**src/hdl/keyboard_rollover_key_buffer_defines.svh**
```systemverilog
// Assertion macros shared by the key buffer modules.
// Each macro expects signals named clk and rst_n in the module that uses it.
`ifndef KEYBOARD_ROLLOVER_KEY_BUFFER_DEFINES_SVH
`define KEYBOARD_ROLLOVER_KEY_BUFFER_DEFINES_SVH

// The consequent must hold in the same cycle as the antecedent.
`define KBUF_ASSERT_SAME(label, ante, cons, msg) \
    label: assert property (@(posedge clk) disable iff (!rst_n) (ante) |-> (cons)) \
        else $error(msg);

// The consequent must hold in the cycle after the antecedent.
`define KBUF_ASSERT_NEXT(label, ante, cons, msg) \
    label: assert property (@(posedge clk) disable iff (!rst_n) (ante) |=> (cons)) \
        else $error(msg);

`endif

```
**src/hdl/kbuf_pkg.sv**
```systemverilog
package kbuf_pkg;

    // Fixed field widths of the request and result.
    localparam int KEY_W       = 8;
    localparam int COUNT_W     = 3;
    localparam int SHOWN_SLOTS = 6;

    // Default list depth for six-key rollover.
    localparam int DEFAULT_NUM_SLOTS = 6;

    // Request codes; the fourth code is unused and only clears report_out.
    typedef enum logic [1:0] {
        REQ_PRESS   = 2'd0,
        REQ_RELEASE = 2'd1,
        REQ_SEND    = 2'd2
    } req_t;

    // Controller states.
    typedef enum logic [1:0] {
        ST_IDLE,
        ST_DONE
    } state_t;

    // Commands from the controller to the datapath.
    typedef struct packed {
        logic exec;
    } kbuf_cmd_t;

endpackage

```
**src/hdl/keyboard_rollover_key_buffer.sv**
```systemverilog
// Pressed-key list for a six-key-rollover keyboard report.
// Request channel: drive req_type and keycode with start high; the request
// transfers at the rising edge where start is high and busy is low.
// req_type: press adds the key unless listed (a full list drops it but sets
// dirty), release removes the first match and closes the gap, send clears
// dirty and flags report_out. The unused code only clears report_out.
// Result channel: done is high for exactly one cycle, the cycle right after
// the request transfer; slot0..slot5, key_count, dirty and report_out are
// valid in that cycle and show the list after the request. The receiver
// cannot stall, so the result transfers at the edge ending that cycle.
// The block takes no new request while its result is shown: the match and
// shift over all slots finish in the request cycle, and the controller holds
// busy during the result cycle.
// Reset clears the list, the count, dirty and report_out at once; the block
// takes a request in the first cycle after reset is released.
module keyboard_rollover_key_buffer
    import kbuf_pkg::*;
#(
    parameter int NUM_SLOTS = DEFAULT_NUM_SLOTS
)
(
    input  logic               clk,
    input  logic               rst_n,
    input  logic               start,
    output logic               busy,
    input  logic [1:0]         req_type,
    input  logic [KEY_W-1:0]   keycode,
    output logic               done,
    output logic [KEY_W-1:0]   slot0,
    output logic [KEY_W-1:0]   slot1,
    output logic [KEY_W-1:0]   slot2,
    output logic [KEY_W-1:0]   slot3,
    output logic [KEY_W-1:0]   slot4,
    output logic [KEY_W-1:0]   slot5,
    output logic [COUNT_W-1:0] key_count,
    output logic               dirty,
    output logic               report_out
);

    kbuf_cmd_t                         cmd;
    logic [SHOWN_SLOTS-1:0][KEY_W-1:0] slot_view;

    // Controller: request handshake and result strobe.
    kbuf_ctrl u_ctrl (
        .clk   (clk),
        .rst_n (rst_n),
        .start (start),
        .busy  (busy),
        .done  (done),
        .cmd   (cmd)
    );

    // Datapath: key list, count and changed mark.
    kbuf_dp #(
        .NUM_SLOTS (NUM_SLOTS)
    ) u_dp (
        .clk        (clk),
        .rst_n      (rst_n),
        .cmd        (cmd),
        .req_type   (req_type),
        .keycode    (keycode),
        .slot_view  (slot_view),
        .key_count  (key_count),
        .dirty      (dirty),
        .report_out (report_out)
    );

    // Spread the slot view over the result ports.
    assign slot0 = slot_view[0];
    assign slot1 = slot_view[1];
    assign slot2 = slot_view[2];
    assign slot3 = slot_view[3];
    assign slot4 = slot_view[4];
    assign slot5 = slot_view[5];

endmodule

```
**src/hdl/kbuf_ctrl.sv**
```systemverilog
`include "keyboard_rollover_key_buffer_defines.svh"

module kbuf_ctrl
    import kbuf_pkg::*;
(
    input  logic       clk,
    input  logic       rst_n,
    input  logic       start,
    output logic       busy,
    output logic       done,
    output kbuf_cmd_t  cmd
);

    state_t state_reg;
    state_t state_next;

    // State register.
    always_ff @(posedge clk or negedge rst_n)
    begin
        if (!rst_n)
        begin
            state_reg <= ST_IDLE;
        end
        else
        begin
            state_reg <= state_next;
        end
    end

    // Next state and command decode.
    always_comb
    begin
        state_next = state_reg;
        cmd.exec   = 1'b0;
        busy       = 1'b0;
        done       = 1'b0;
        unique case (state_reg)
            ST_IDLE:
            begin
                if (start)
                begin
                    cmd.exec   = 1'b1;
                    state_next = ST_DONE;
                end
            end
            ST_DONE:
            begin
                busy       = 1'b1;
                done       = 1'b1;
                state_next = ST_IDLE;
            end
            default:
            begin
                state_next = ST_IDLE;
            end
        endcase
    end

    // Every accepted request yields exactly one result strobe in the next cycle.
    `KBUF_ASSERT_NEXT(a_exec_then_done, cmd.exec, done, "request without result strobe")
    `KBUF_ASSERT_NEXT(a_done_single, done, !done, "result strobe longer than one cycle")
    `KBUF_ASSERT_SAME(a_no_exec_busy, busy, !cmd.exec, "request executed while busy")

endmodule

```
**src/hdl/kbuf_dp.sv**
```systemverilog
`include "keyboard_rollover_key_buffer_defines.svh"

module kbuf_dp
    import kbuf_pkg::*;
#(
    parameter int NUM_SLOTS = DEFAULT_NUM_SLOTS
)
(
    input  logic                              clk,
    input  logic                              rst_n,
    input  kbuf_cmd_t                         cmd,
    input  logic [1:0]                        req_type,
    input  logic [KEY_W-1:0]                  keycode,
    output logic [SHOWN_SLOTS-1:0][KEY_W-1:0] slot_view,
    output logic [COUNT_W-1:0]                key_count,
    output logic                              dirty,
    output logic                              report_out
);

    localparam int CW = $clog2(NUM_SLOTS + 1);

    logic [NUM_SLOTS-1:0][KEY_W-1:0] slots_reg;
    logic [NUM_SLOTS-1:0][KEY_W-1:0] slots_next;
    logic [NUM_SLOTS-1:0][KEY_W-1:0] slots_shifted;
    logic [CW-1:0]                   fill_reg;
    logic [CW-1:0]                   fill_next;
    logic                            mark_reg;
    logic                            mark_next;
    logic                            report_reg;
    logic                            report_next;
    logic [NUM_SLOTS-1:0]            match;
    logic [NUM_SLOTS-1:0]            from_match;
    logic                            hit;
    logic                            full;
    logic                            tail_zero;
    logic [CW+COUNT_W-1:0]           fill_wide;

    // Compare the key against every listed slot side by side.
    always_comb
    begin
        for (int i = 0; i < NUM_SLOTS; i++)
        begin
            match[i] = (CW'(i) < fill_reg) && (slots_reg[i] == keycode);
        end
    end

    // Mark the first match and every slot above it; those slots move down.
    always_comb
    begin
        from_match[0] = match[0];
        for (int i = 1; i < NUM_SLOTS; i++)
        begin
            from_match[i] = from_match[i-1] | match[i];
        end
    end

    assign hit           = |match;
    assign full          = (fill_reg == CW'(NUM_SLOTS));
    assign slots_shifted = slots_reg >> KEY_W;

    // Next list state for the accepted request.
    always_comb
    begin
        slots_next  = slots_reg;
        fill_next   = fill_reg;
        mark_next   = mark_reg;
        report_next = report_reg;
        if (cmd.exec)
        begin
            report_next = 1'b0;
            case (req_type)
                REQ_PRESS:
                begin
                    // A duplicate press changes neither list nor mark; a press on a full list only marks.
                    if (!hit)
                    begin
                        if (!full)
                        begin
                            for (int i = 0; i < NUM_SLOTS; i++)
                            begin
                                if (CW'(i) == fill_reg)
                                begin
                                    slots_next[i] = keycode;
                                end
                            end
                            fill_next = fill_reg + CW'(1);
                        end
                        mark_next = 1'b1;
                    end
                end
                REQ_RELEASE:
                begin
                    // Slots above the list end hold zero, so the shift also clears the freed slot.
                    if (hit)
                    begin
                        for (int i = 0; i < NUM_SLOTS; i++)
                        begin
                            if (from_match[i])
                            begin
                                slots_next[i] = slots_shifted[i];
                            end
                        end
                        fill_next = fill_reg - CW'(1);
                        mark_next = 1'b1;
                    end
                end
                REQ_SEND:
                begin
                    mark_next   = 1'b0;
                    report_next = 1'b1;
                end
                default:
                begin
                    mark_next = mark_reg;
                end
            endcase
        end
    end

    // List, count and changed mark registers.
    always_ff @(posedge clk or negedge rst_n)
    begin
        if (!rst_n)
        begin
            slots_reg  <= '0;
            fill_reg   <= '0;
            mark_reg   <= 1'b0;
            report_reg <= 1'b0;
        end
        else
        begin
            slots_reg  <= slots_next;
            fill_reg   <= fill_next;
            mark_reg   <= mark_next;
            report_reg <= report_next;
        end
    end

    // Result view: slots past the list depth read zero.
    for (genvar j = 0; j < SHOWN_SLOTS; j++)
    begin : g_view
        if (j < NUM_SLOTS)
        begin : g_live
            assign slot_view[j] = slots_reg[j];
        end
        else
        begin : g_zero
            assign slot_view[j] = '0;
        end
    end

    assign fill_wide  = {{COUNT_W{1'b0}}, fill_reg};
    assign key_count  = fill_wide[COUNT_W-1:0];
    assign dirty      = mark_reg;
    assign report_out = report_reg;

    // Every slot at or above the fill count must hold zero.
    always_comb
    begin
        tail_zero = 1'b1;
        for (int i = 0; i < NUM_SLOTS; i++)
        begin
            if ((CW'(i) >= fill_reg) && (slots_reg[i] != '0))
            begin
                tail_zero = 1'b0;
            end
        end
    end

    `KBUF_ASSERT_SAME(a_fill_range, 1'b1, fill_reg <= CW'(NUM_SLOTS), "fill count past depth")
    `KBUF_ASSERT_SAME(a_tail_zero, 1'b1, tail_zero, "stale key above list end")
    `KBUF_ASSERT_NEXT(a_send_clears, cmd.exec && (req_type == REQ_SEND),
        !mark_reg && report_reg, "send did not clear changed mark")
    `KBUF_ASSERT_NEXT(a_idle_hold, !cmd.exec, $stable(fill_reg) && $stable(mark_reg),
        "list state changed without a request")

endmodule

```
**config.mk**
```make
export PLATFORM = sky130hd
export DESIGN_NAME = keyboard_rollover_key_buffer
export DESIGN_NICKNAME = d
export VERILOG_FILES = /design/src/hdl/kbuf_pkg.sv /design/src/hdl/keyboard_rollover_key_buffer.sv /design/src/hdl/kbuf_ctrl.sv /design/src/hdl/kbuf_dp.sv
export VERILOG_INCLUDE_DIRS = /design/src /design/src/hdl
export SDC_FILE = /design/constraint.sdc
export NUM_CORES = 1
export LEC_CHECK = 0
export ABC_AREA = 1
export BUFFER_PORTS_ARGS = -buffer_cell sky130_fd_sc_hd__buf_2
export CAP_MARGIN = 25
export CORE_MARGIN = 3
export CORE_UTILIZATION = 56
export DETAILED_ROUTE_END_ITERATION = 16
export GPL_ROUTABILITY_DRIVEN = 0
export HOLD_SLACK_MARGIN = 0.1
export PLACE_DENSITY = 0.9
export SLEW_MARGIN = 5
export SYNTH_ARGS = -nofsm -noshare
export SYNTH_HDL_FRONTEND = slang
export SYNTH_SLANG_ARGS = --single-unit
export TNS_END_PERCENT = 20
```
**constraint.sdc**
```tcl
create_clock -name clk -period 2.3 [get_ports clk]
set_input_delay 0.46 -clock clk [delete_from_list [all_inputs] [get_ports clk]]
set_output_delay 0.46 -clock clk [all_outputs]
set_load 0.005 [all_outputs]
```
# --- Yosys cells after proc, flatten, opt, wreduce, memory -nomap -nowiden ---
# Index checks and enable logic that the tools add are counted.
word_totals:
  reg_bits: 55
  out_inout_bits: 55
  wordCells: 103
classes:
  order_cmp: 6
  n_eq_ne: 31
  bitwise: 5
  n_reduce_logical: 20
  mux: 29
  n_addsub: 2
ops:
  columns: ["operator", "count"]
  rows:
  - ["2-to-1 mux 48 bit", 3]
  - ["2-to-1 mux 8 bit", 12]
  - ["one-hot mux 48 bit (2 select lines)", 1]
  - ["equality test 8 bit", 6]
  - ["AND reduction 7 bit", 6]
  - ["!= test 2 x 1 -> 1 bit, second input constant", 13]
  - ["2-to-1 mux 3 bit", 3]
  - ["equality test 2 x 3 -> 1 bit, first input constant", 2]
  - ["equality test 3 bit, first input constant", 2]
  - ["logical AND 1 bit", 6]
  - ["less-than comparator 1 x 3 -> 1 bit, first input constant", 2]
  - ["less-than comparator 2 x 3 -> 1 bit, first input constant", 2]
  - ["less-than comparator 3 bit, first input constant", 2]
  - ["2-to-1 mux 1 bit", 6]
  - ["!= test 2 bit, second input constant", 3]
  - ["one-hot mux 3 bit (2 select lines)", 1]
  - ["OR reduction 6 bit", 1]
  - ["OR 1 bit", 5]
  - ["AND reduction 5 bit", 1]
  - ["equality test 2 x 1 -> 1 bit, second input constant", 2]
  - ["zero test 2 bit", 2]
  - ["2-to-1 mux 2 bit", 2]
  - ["AND reduction 4 bit", 1]
  - ["adder 3 x 1 -> 3 bit, second input constant", 1]
  - ["other kinds (8)", 8]

# --- Depth between registers and ports, before layout ---
# Gate-level depths: netlist of the first run.
depth:
  ltp_word: 10
  ltp_mapped: 17
  ltp_nobuf: 15

# --- Cells and area by module ---
# Synthesis of the first run repeated with hierarchy kept, for this count alone.
unflattened:
  hier_cells: 647
  hier_area_um2: 3958.8
modules_own_cells:
  columns: ["mod", "area_each_um2", "n_inst", "seq_area_each_um2", "cells_each"]
  rows:
  - ["kbuf_dp", 3915.0, 1, 1326.3, 642]
  - ["kbuf_ctrl", 43.8, 1, 25.0, 5]

# --- Worst setup path after synthesis of the first run ---
# Ideal clock, no wire load.
synth_path:
  kind: "flip-flop to flip-flop"
  from: "register u_dp.fill_reg[1], in the netlist u_dp.key_count[1]"
  to: "register u_dp.slots_reg, in the netlist u_dp.slot_view[10]"
  setup_ns: 0.117
  period_less_slack_ns: 2.009
  t_arrival_ns: 1.892
  path_slack_ns: 0.291
  path_stages_with_launch: 15
  path_buffers: 1
  cell_sequence: "dfrtp_1 > inv_1 > ha_1 > nand2_1 > nand3_1 > nand3b_1 > nor2_2 > nor2_4 > nand3_2 > nand2_1 > nor2_4 > buf_6 > nand2_2 > nand2_1 > nand2_1"
synth_between:
  elab_chain_cells: 5
  elab_cells_between_ends: 22
  cone_classes: "order compare: 6; eq/ne: 7; bitwise: 1; reduce/logical: 8"
synth_rtl:
  columns: ["item", "line_no", "text"]
  rows:
  - ["from (decl)", "kbuf_dp.sv:25", "logic [CW-1:0] fill_reg;"]
  - ["from (signal assigned)", "kbuf_dp.sv:133", "fill_reg <= fill_next;"]
  - ["less-than comparator 1 x 3 -> 1 bit, or another cell as far along", "kbuf_dp.sv:43", "match[i] = (CW'(i) < fill_reg) && (slots_reg[i] == keycode);"]
  - ["logical AND 1 bit", "kbuf_dp.sv:43", null]
  - ["OR reduction 6 bit / OR 1 bit (equally long branches)", "kbuf_dp.sv:57, kbuf_dp.sv:53", null]
  - ["!= test 2 x 1 -> 1 bit (no line) / != test 2 bit (equally long branches)", null, null]
  - ["AND reduction 7 bit (no line) (*)", null, null]
  - ["to (signal assigned)", "kbuf_dp.sv:132", "slots_reg <= slots_next;"]
  - ["to (decl)", "kbuf_dp.sv:22", "logic [NUM_SLOTS-1:0][KEY_W-1:0] slots_reg;"]
# Mark *: on every way between the ends. The rest lies on a longest branch, timed or not.
# A chain may end at the register's enable or synchronous reset.

# --- Final worst setup path of the first run ---
layout_path:
  from: "register u_dp.fill_reg[1], in the netlist u_dp.key_count[1]"
  to: "register u_dp.slots_reg, in the netlist u_dp.slot_view[21]"
layout_between:
  elab_chain_cells: 6
  elab_cells_between_ends: 23
  cone_classes: "order compare: 6; eq/ne: 7; bitwise: 2; reduce/logical: 8"
layout_rtl:
  columns: ["item", "line_no", "text"]
  rows:
  - ["less-than comparator 1 x 3 -> 1 bit", "kbuf_dp.sv:43", null]
  - ["logical AND 1 bit", "kbuf_dp.sv:43", null]
  - ["OR 1 bit (2 in series)", "kbuf_dp.sv:53", "from_match[i] = from_match[i-1] | match[i];"]
  - ["!= test 2 x 1 -> 1 bit (no line)", null, null]
  - ["AND reduction 7 bit (no line) (*)", null, null]
# Marks and branches as above.

==> results of run 1 <==
==> layer usage <==
layer  track usage (%)  up-vias  wire length, um
li1                  -     1974                -
met1              42.0     1972             4390
met2              52.0      312             5350
met3              5.96       72             1460
met4              13.0        0              502
met5                 0        -                0
==> cell type report <==
cell class                 instances  share of cell area [%]
sequential                        54                    30.2
multi-input combinational        436                    44.7
clock buffer                       5                    1.54
tap                               75                    2.10
inverter                          61                    5.12
clock inverter                     2                   0.867
timing repair buffer             111                    15.5
==> per-stage QoR <==
stage                     power [mW]  hold slack (ps)
after floorplan                 2.61              164
after global placement          3.34              472
after detailed placement        3.43              481
after CTS                       4.06              144
after global routing            4.42              154
final                           4.12              121
==> worst paths after layout <==
check                                    from                 end  cells after the start
setup / recovery            u_dp.key_count[1]  u_dp.slot_view[21]                     15
hold / removal                          rst_n   u_dp.slot_view[2]                      1
setup reg to reg            u_dp.key_count[1]  u_dp.slot_view[21]                     15
hold reg to reg            u_dp.slot_view[29]  u_dp.slot_view[29]                      2
max in group asynchronous               rst_n  u_dp.slot_view[33]                      2
min in group clk                  req_type[1]     u_dp.report_out                      3
==> cell usage after synthesis, types with 2 or more instances <==
library cell,n
a21oi_1,5
a21oi_2,2
a31oi_2,2
buf_2,9
buf_4,3
buf_6,2
clkbuf_1,7
dfrtp_1,54
ha_1,5
inv_1,52
inv_2,9
nand2_1,240
nand2_2,6
nand3_1,59
nand3b_1,2
nand4_1,4
nor2_1,43
nor2_4,2
nor3_1,3
o21ai_0,41
o21ai_1,2
xnor2_1,7
xor2_1,6
==> power by group <==
part	switching, mW	total, mW	internal [mW]
clock network	0.313	0.633	0.320
registers	0.406	1.66	1.26
logic	1.05	1.82	0.769
==> cell families (layout without fill, tap and decap cells) <==
logic type	count (synthesis)	after routing
XOR/XNOR	13	13
buffers and inverters	82	179
AND/OR/NAND/NOR	363	363
flip-flops	54	54
AO/OA/AOI/OAI	55	55
adder cells (fa/ha/maj)	5	5
==> worst max-delay path: stages, from the launching register on <==
cell      delay [ps]
dfrtp_1          420
inv_1             80
ha_1             170
nand2_1          120
nand3_1           80
nand3b_1         180
nor2_2           140
nor2_4            60
nand3_2           70
nand2_1           80
nor2_4           170
buf_6            150
nand2_2           40
buf_4            160
nand2_1           60
nand2_1           60
==> metrics, run 1 <==
status=finished clean; Synth area leaders=dfrtp_1, nand2_1, nand3_1, o21ai_0, inv_1; largest net degree at the start of global routing=32; DRC violations left=0; class of the worst hold path=input pin to async pin; global-route wire length before repair=19.1 mm; Worst Setup End Kind=register; CTS root buffer=clkbuf_8; CTS tree=done; RSZ-0062 raised after global routing=false; Initial Util=60.1%; critical path type=register to register; count of antenna-violating nets left after detailed routing=0; most frequent cells in the layout=nand2_1, buf_2, nand3_1; post-synth top area share=36.7%; clock-pin slew on the worst setup and hold paths=100 ps; Final nets=687; ant diodes=0; Async SR Flop Fraction=100%; IO Port Bufs=67; total grt overflow=0; postcts setup bufs=0; register area share after synthesis=36.7%; max frequency=0.464 GHz; Net Count, Synth=590; wire length per cell=15.7 um; Fin Setup TNS=0 ps; global-route usage over all layers=32.0%; Post-synth EDFFs=0; cts-stage hold buffer count=0; worst-margin pin slew=795 ps; post-synth top area cell=dfrtp_1; Yosys warnings=0; syn_area_per_cell=6.44 um^2; multi-input combinational cell area=2000 um^2; adder-cell area share of the yosys netlist=1.70%; R2R setup slack=150 ps; share of cells above drive strength 1=21.5%; vias per cell=5.82; mux cell area share after synthesis=0%; max cap viols=0; Ports=68; Row Count=28; # setup viols final=0; Post-Syn Area=3680 um^2; Pwr Density=920 nW/um^2; pre-CTS setup slack=-51.6 ps; clk sink count=54; Worst Path Arrival=2360 ps; area of placed instances=4350 um^2; Die ar.=7590 um^2; cell count after synthesis=572; placed insts=737; fillers=494; Max clock buf depth=2; H-tree depth=2; DPL Wire Length=8.98 mm; Largest register FFs=48; vias in the first global route=4070; initial antenna violation count=0; Final min period=2150 ps; Synth cell types=30; Post-Synth Simple-Gate Area=40.9%; period utilization=93.6%; final hold violation count=0; largest family of logic cells by synthesized area=simple AND/OR/NAND/NOR gates; Clk Latency, worst-skew pair=320 ps; Yosys reg bits=54; final WL=11.7 mm; cts bufs inserted=5; DR vias=4330; Worst Skew=7.20 ps; commonest non-fill, non-tap cell in the layout=nand2_1; Top FF cell, synth=dfrtp_1; DRT iter0 DRCs=487; Die W=87.1 um; core box area=6130 um^2; register area=1350 um^2; Worst Path Max Fanout=8; fin util=73.0%; post_cts resized=0; worst vdd ir=0.569 mV; Final Non-Filler Cells=744; slew margin rel.=46.9%; Finished Cell Area=4470 um^2; Leak Pwr=2.57 nW; Layout area overhead=21.4%; Pins Over Slew Limit=0; Synth Area in Compound Gates=8.25%; XOR/XNOR Fraction of Synth Area=3.09%; overall die height=87.1 um; TritonRoute pass-1 iters=7; Required @ worst endpoint=2510 ps; CP Launch Type=register; Final WS setup=146 ps
Note: power is estimated with default switching activity, not from simulation.
==> inputs of run 2 (changes only) <==
CORE_UTILIZATION = 57   (was 56)
PLACE_DENSITY = 0.91   (was 0.9)
SYNTH_HIERARCHICAL = 1   (was not set)
==> run 2 against run 1 <==
Combinational power rose by 12%; power rose by 4.6%; clock skew rose by 2.3 ps; non-clock buffer count fell by 16; worst hold slack improved by 9.7 ps; critical endpoint is now u_dp/slot_view[8]; critical path type unchanged; maximum frequency fell by 5.4%; synthesized cell count rose by 13%; global-route usage fell by 1.0 points.
==> metrics, run 2 <==
status=finished clean; Post-Syn Area=3960 um^2; Required @ worst endpoint=2520 ps; Final nets=749; Largest register FFs=48; Post-synth top cells=nand2_1, inv_1, nand3_1; Yosys reg bits=54; Row Count=29; Yosys warnings=6; Synth area leaders=dfrtp_1, nand2_1, nand3_1, inv_1, nor2_1; Net Count, Synth=665; global-route usage over all layers=30.9%; Finished Cell Area=4740 um^2; overall die height=89.3 um; Top delay family on crit path=simple AND/OR/NAND/NOR gates; Worst Skew=9.53 ps; critical path type=register to register; count of antenna-violating nets left after detailed routing=0; Top FF cell, synth=dfrtp_1; max cap viols=0; DRT iter0 DRCs=615; core box area=6530 um^2; share of cells above drive strength 1=18.6%; Die ar.=7980 um^2; period utilization=99.0%; pre-CTS setup slack=-57.1 ps; max frequency=0.439 GHz; crit path buf inv count=3; Pins Over Slew Limit=0; register area=1350 um^2; IO Port Bufs=67; H-tree depth=2; area of placed instances=4480 um^2; CP most frequent cell=nand2_1; wire length per cell=16.0 um; commonest non-fill, non-tap cell in the layout=nand2_1; CTS root buffer=clkbuf_8; Final WS setup=22.1 ps; TritonRoute pass-1 iters=6; Worst Path Arrival=2500 ps; Pwr Density=908 nW/um^2; clk sink count=54; fillers=516; Async SR Flop Fraction=100%; Max clock buf depth=2; global-route wire length before repair=19.3 mm; worst vdd ir=0.488 mV; total grt overflow=0; # setup viols final=0; Initial Util=60.6%; cts-stage hold buffer count=0; crit path max-delay cell type=dfrtp_1; final WL=12.9 mm; Ports=68; CTS tree=done; most frequent cell after synthesis=nand2_1; Post-synth EDFFs=0; initial antenna violation count=0; cell count after synthesis=647; Layout area overhead=19.7%; largest net degree at the start of global routing=37; vias in the first global route=4051; Clk Latency, worst-skew pair=320 ps; Worst path max stage delay=440 ps; Worst Path Max Fanout=6; post-synth top area share=34.1%; syn_area_per_cell=6.12 um^2; Worst Setup End Kind=register; Power, Total=4.30 mW; register area share after synthesis=34.1%; DR vias=4748; ant diodes=0; crit-path cells=nor2_2, nand2_2, nand3_1, nor2_1, nand3_1, nand2_1, nor2_2, nand2_1, nand2_1, nor2_4, buf_12, buf_4, clkbuf_16, nand3_1, nand2_1; worst-margin pin slew=551 ps; post-synth top area cell=dfrtp_1; cts bufs inserted=5; slew margin rel.=63.1%; CP Launch Type=register; class of the worst hold path=input pin to async pin; Synth cell types=29; DPL Wire Length=9.03 mm; clock-pin slew on the worst setup and hold paths=100 ps; Leak Pwr=2.82 nW; DRC violations left=0; vias per cell=5.87; final hold slack=131 ps; multi-input combinational cell area=2200 um^2; Final min period=2280 ps; Die W=89.3 um; final hold violation count=0; most frequent cells in the layout=nand2_1, inv_1, buf_2
## run 2: changes by cell type in the layout (fill, tap and decap cells not counted), moves of 4 or more
cell,delta
nor2_2,+5
buf_12,+4
nand3_1,+4
nand2_1,+43
nand2_4,+6
buf_4,-22
inv_1,+17
nand2_2,-4
nor2_1,+15
inv_2,+4
## run 2: cell families (layout without fill, tap and decap cells)
group	count (synthesis)	count (layout)	synth area share, %
adders and majority gates	5	5	1.58
DFF	54	54	34.1
AOI/OAI and AO/OA	49	49	6.48
buffers and inverters	101	186	10.5
xor gates and xnor gates	11	11	2.43
and+or+nand+nor	427	427	44.9
## run 2: worst paths after layout
kind / from / endpoint / slack, ps / cells after the start
setup / recovery: u_dp/key_count[0] / u_dp/slot_view[8] / 20 / 15
hold / removal: rst_n / u_dp/slot_view[7] / 130 / 2
setup reg to reg: u_dp/key_count[0] / u_dp/slot_view[8] / 20 / 15
hold reg to reg: u_ctrl/state_reg[0] / u_ctrl/state_reg[0] / 460 / 1
max in group asynchronous: rst_n / u_dp/slot_view[21] / 1870 / 2
min in group clk: start / u_ctrl/state_reg[0] / 360 / 3
## run 2: where the power goes
group	internal, mW	switching, mW	leakage (nW)
clock network	0.324	0.340	0.0504
logic	0.810	1.22	2.08
registers	1.25	0.356	0.684
## run 2: timing repair
item | in CTS | in global routing
setup buffers | 0 | 6
setup endpoints to repair | 0 | 52
gates resized for setup | 0 | 9
## run 2: area by class of cell
class                      instances  share of cell area, %
multi-input combinational        492                   46.5
sequential                        54                   28.5
timing repair buffer              95                   13.9
inverter                          83                   6.58
tap                               77                   2.03
clock buffer                       5                   1.45
clock inverter                     3                  0.951
## run 2: through the flow
step | setup TNS [ps] | util (%) | std cells
2_1_floorplan | 0 | - | 647
3_3_place_gp | 0 | 68.6 | 792
3_5_place_dp | -1170 | 68.6 | 792
4_1_cts | 0 | 70.3 | 800
5_1_grt | -2280 | 72.5 | 809
6_report | 0 | 72.5 | 809
## run 2: metal layers
layer | GRT usage, % | wire length, um | vias up
met3 | 5.71 | 1600 | 80
met2 | 51.4 | 5990 | 410
met5 | 0 | 0 | -
met1 | 40.1 | 4760 | 2113
li1 | - | - | 2145
met4 | 11.5 | 550 | 0
==> inputs of run 3 (changes only) <==
clock period = 2.4 ns   (was 2.3 ns; I/O delays follow)
==> run 3 against run 2 <==
Sequential share of layout area increased by 0.81 points; flip-flop and latch count did not move; cell count is 0.99% lower; sequential power decreased by 3%; clock skew up 2.0 ps; register-to-register slack improved by 70 ps; critical path type unchanged.
==> metrics, run 3 (synthesis gave the netlist of run 2 again) <==
worst-margin pin slew=512 ps; Final nets=741; final hold violation count=0; cts bufs inserted=5; class of the worst hold path=input pin to register; Leak Pwr=2.77 nW; Die W=89.3 um; global-route wire length before repair=19.3 mm; CTS tree=done; slew margin rel.=65.7%; clk sink count=54; Pwr Density=860 nW/um^2; crit path buf inv count=2; worst vdd ir=0.523 mV; Largest register FFs=48; IO Port Bufs=67; Worst Setup End Kind=register; Required @ worst endpoint=2610 ps; ant diodes=0; share of cells above drive strength 1=16.3%; Final WS setup=90.4 ps; pre-CTS setup slack=37.0 ps; Worst path max stage delay=460 ps; crit-path cells=nor2_1, nand2_2, nand3_1, nor2_1, nand3_1, buf_4, nand3_1, nor2_1, nor2_1, nor2_4, buf_12, nand2_4, nand2_1, nand2_1; final WL=12.6 mm; largest net degree at the start of global routing=37; Final min period=2310 ps; overall die height=89.3 um; Final Non-Filler Cells=801; most frequent cells in the layout=nand2_1, inv_1, buf_2; wire length per cell=15.7 um; CP Launch Type=register; critical path type=register to register; Worst Path Arrival=2520 ps; DPL Wire Length=9.18 mm; post_cts resized=0; core box area=6530 um^2; vias in the first global route=4121; CTS root buffer=clkbuf_8; max frequency=0.433 GHz; Worst Path Max Fanout=16; global-route usage over all layers=31.3%; Top delay family on crit path=simple AND/OR/NAND/NOR gates; CP most frequent cell=nor2_1; count of antenna-violating nets left after detailed routing=0; total grt overflow=0; commonest non-fill, non-tap cell in the layout=nand2_1; Max clock buf depth=2; max cap viols=0; H-tree depth=2; Clk Latency, worst-skew pair=330 ps; clock-pin slew on the worst setup and hold paths=100 ps; status=finished clean; period utilization=96.2%; vias per cell=5.76; TritonRoute pass-1 iters=7; Pins Over Slew Limit=0; crit path max-delay cell type=dfrtp_1; # setup viols final=0; DR vias=4614; placed insts=788; initial antenna violation count=0; Worst Skew=11.5 ps; DRC violations left=0; Layout area overhead=16.3%; DRT iter0 DRCs=664; Die ar.=7980 um^2; Initial Util=60.6%; Row Count=29; Ports=68
==> run 3: cell count changes in the layout (fill, tap and decap cells not counted), sizes merged <==
cell / before / now
buf: 93 / 84
clkinvlp: 2 / 0
clkbuf: 7 / 9
clkinv: 1 / 2
dlygate4sd3: 0 / 1
bufinv: 1 / 0
==> run 3: where the power goes <==
group / switching (mW) / internal [mW] / total [mW]
sequential: 0.362 / 1.19 / 1.56
combinational: 1.12 / 0.728 / 1.85
clock: 0.317 / 0.234 / 0.551
total: 1.80 / 2.16 / 3.96
==> run 3: path summary, 6_finish.rpt <==
path | from | slack [ps] | end | depth (start not counted)
min in group asynchronous | rst_n | 460 | u_dp/slot_view[14] | 2
setup reg to reg | u_dp/key_count[0] | 90 | u_dp/slot_view[36] | 14
setup / recovery | u_dp/key_count[0] | 90 | u_dp/slot_view[36] | 14
hold reg to reg | u_ctrl/state_reg[0] | 470 | u_ctrl/state_reg[0] | 1
hold / removal | start | 380 | u_ctrl/state_reg[0] | 3
max in group asynchronous | rst_n | 1380 | u_dp/slot_view[36] | 3
==> run 3: routing by layer <==
metal	GRT usage [%]	up-vias	part of all wire, %
li1	-	2136	-
met1	40.7	2046	38
met2	51.3	345	46
met3	4.70	87	12
met4	14.5	0	4.7
met5	0	-	0
==> run 3: final cells by class <==
cell class,instances,area (um^2)
multi-input cells,492,2190
fillers,539,1930
well taps,77,96.3
clock inverters,1,5.00
inverters,83,312
flip-flops and latches,54,1350
clock buffers,7,86.3
repair buffers,87,561
==> run 3: worst min-delay path, delay by kind of cell <==
| kind | cells | cell delay, ps |
|---|---|---|
| buffers and inverters | 2 | 110 |
| AND/OR/NAND/NOR | 1 | 70 |
==> run 3: through the flow <==
step	cell area, um^2	setup TNS [ps]	util [%]	hold WS, ps	total power [mW]
final	4600	0	70.5	377	3.96
after global routing	4600	-114	70.5	376	4.26
after CTS	4540	0	69.5	377	3.89
after detailed placement	4440	0	67.9	277	3.34
after global placement	4440	0	67.9	279	3.27
after floorplan	3960	0	-	184	2.61
==> run 3: timing repair <==
item                                   4_1_cts  5_1_grt
hold buffers                                 1        0
buffers inserted                             0        2
endpoints found under the hold margin        1        0
setup endpoints to repair                    0       17
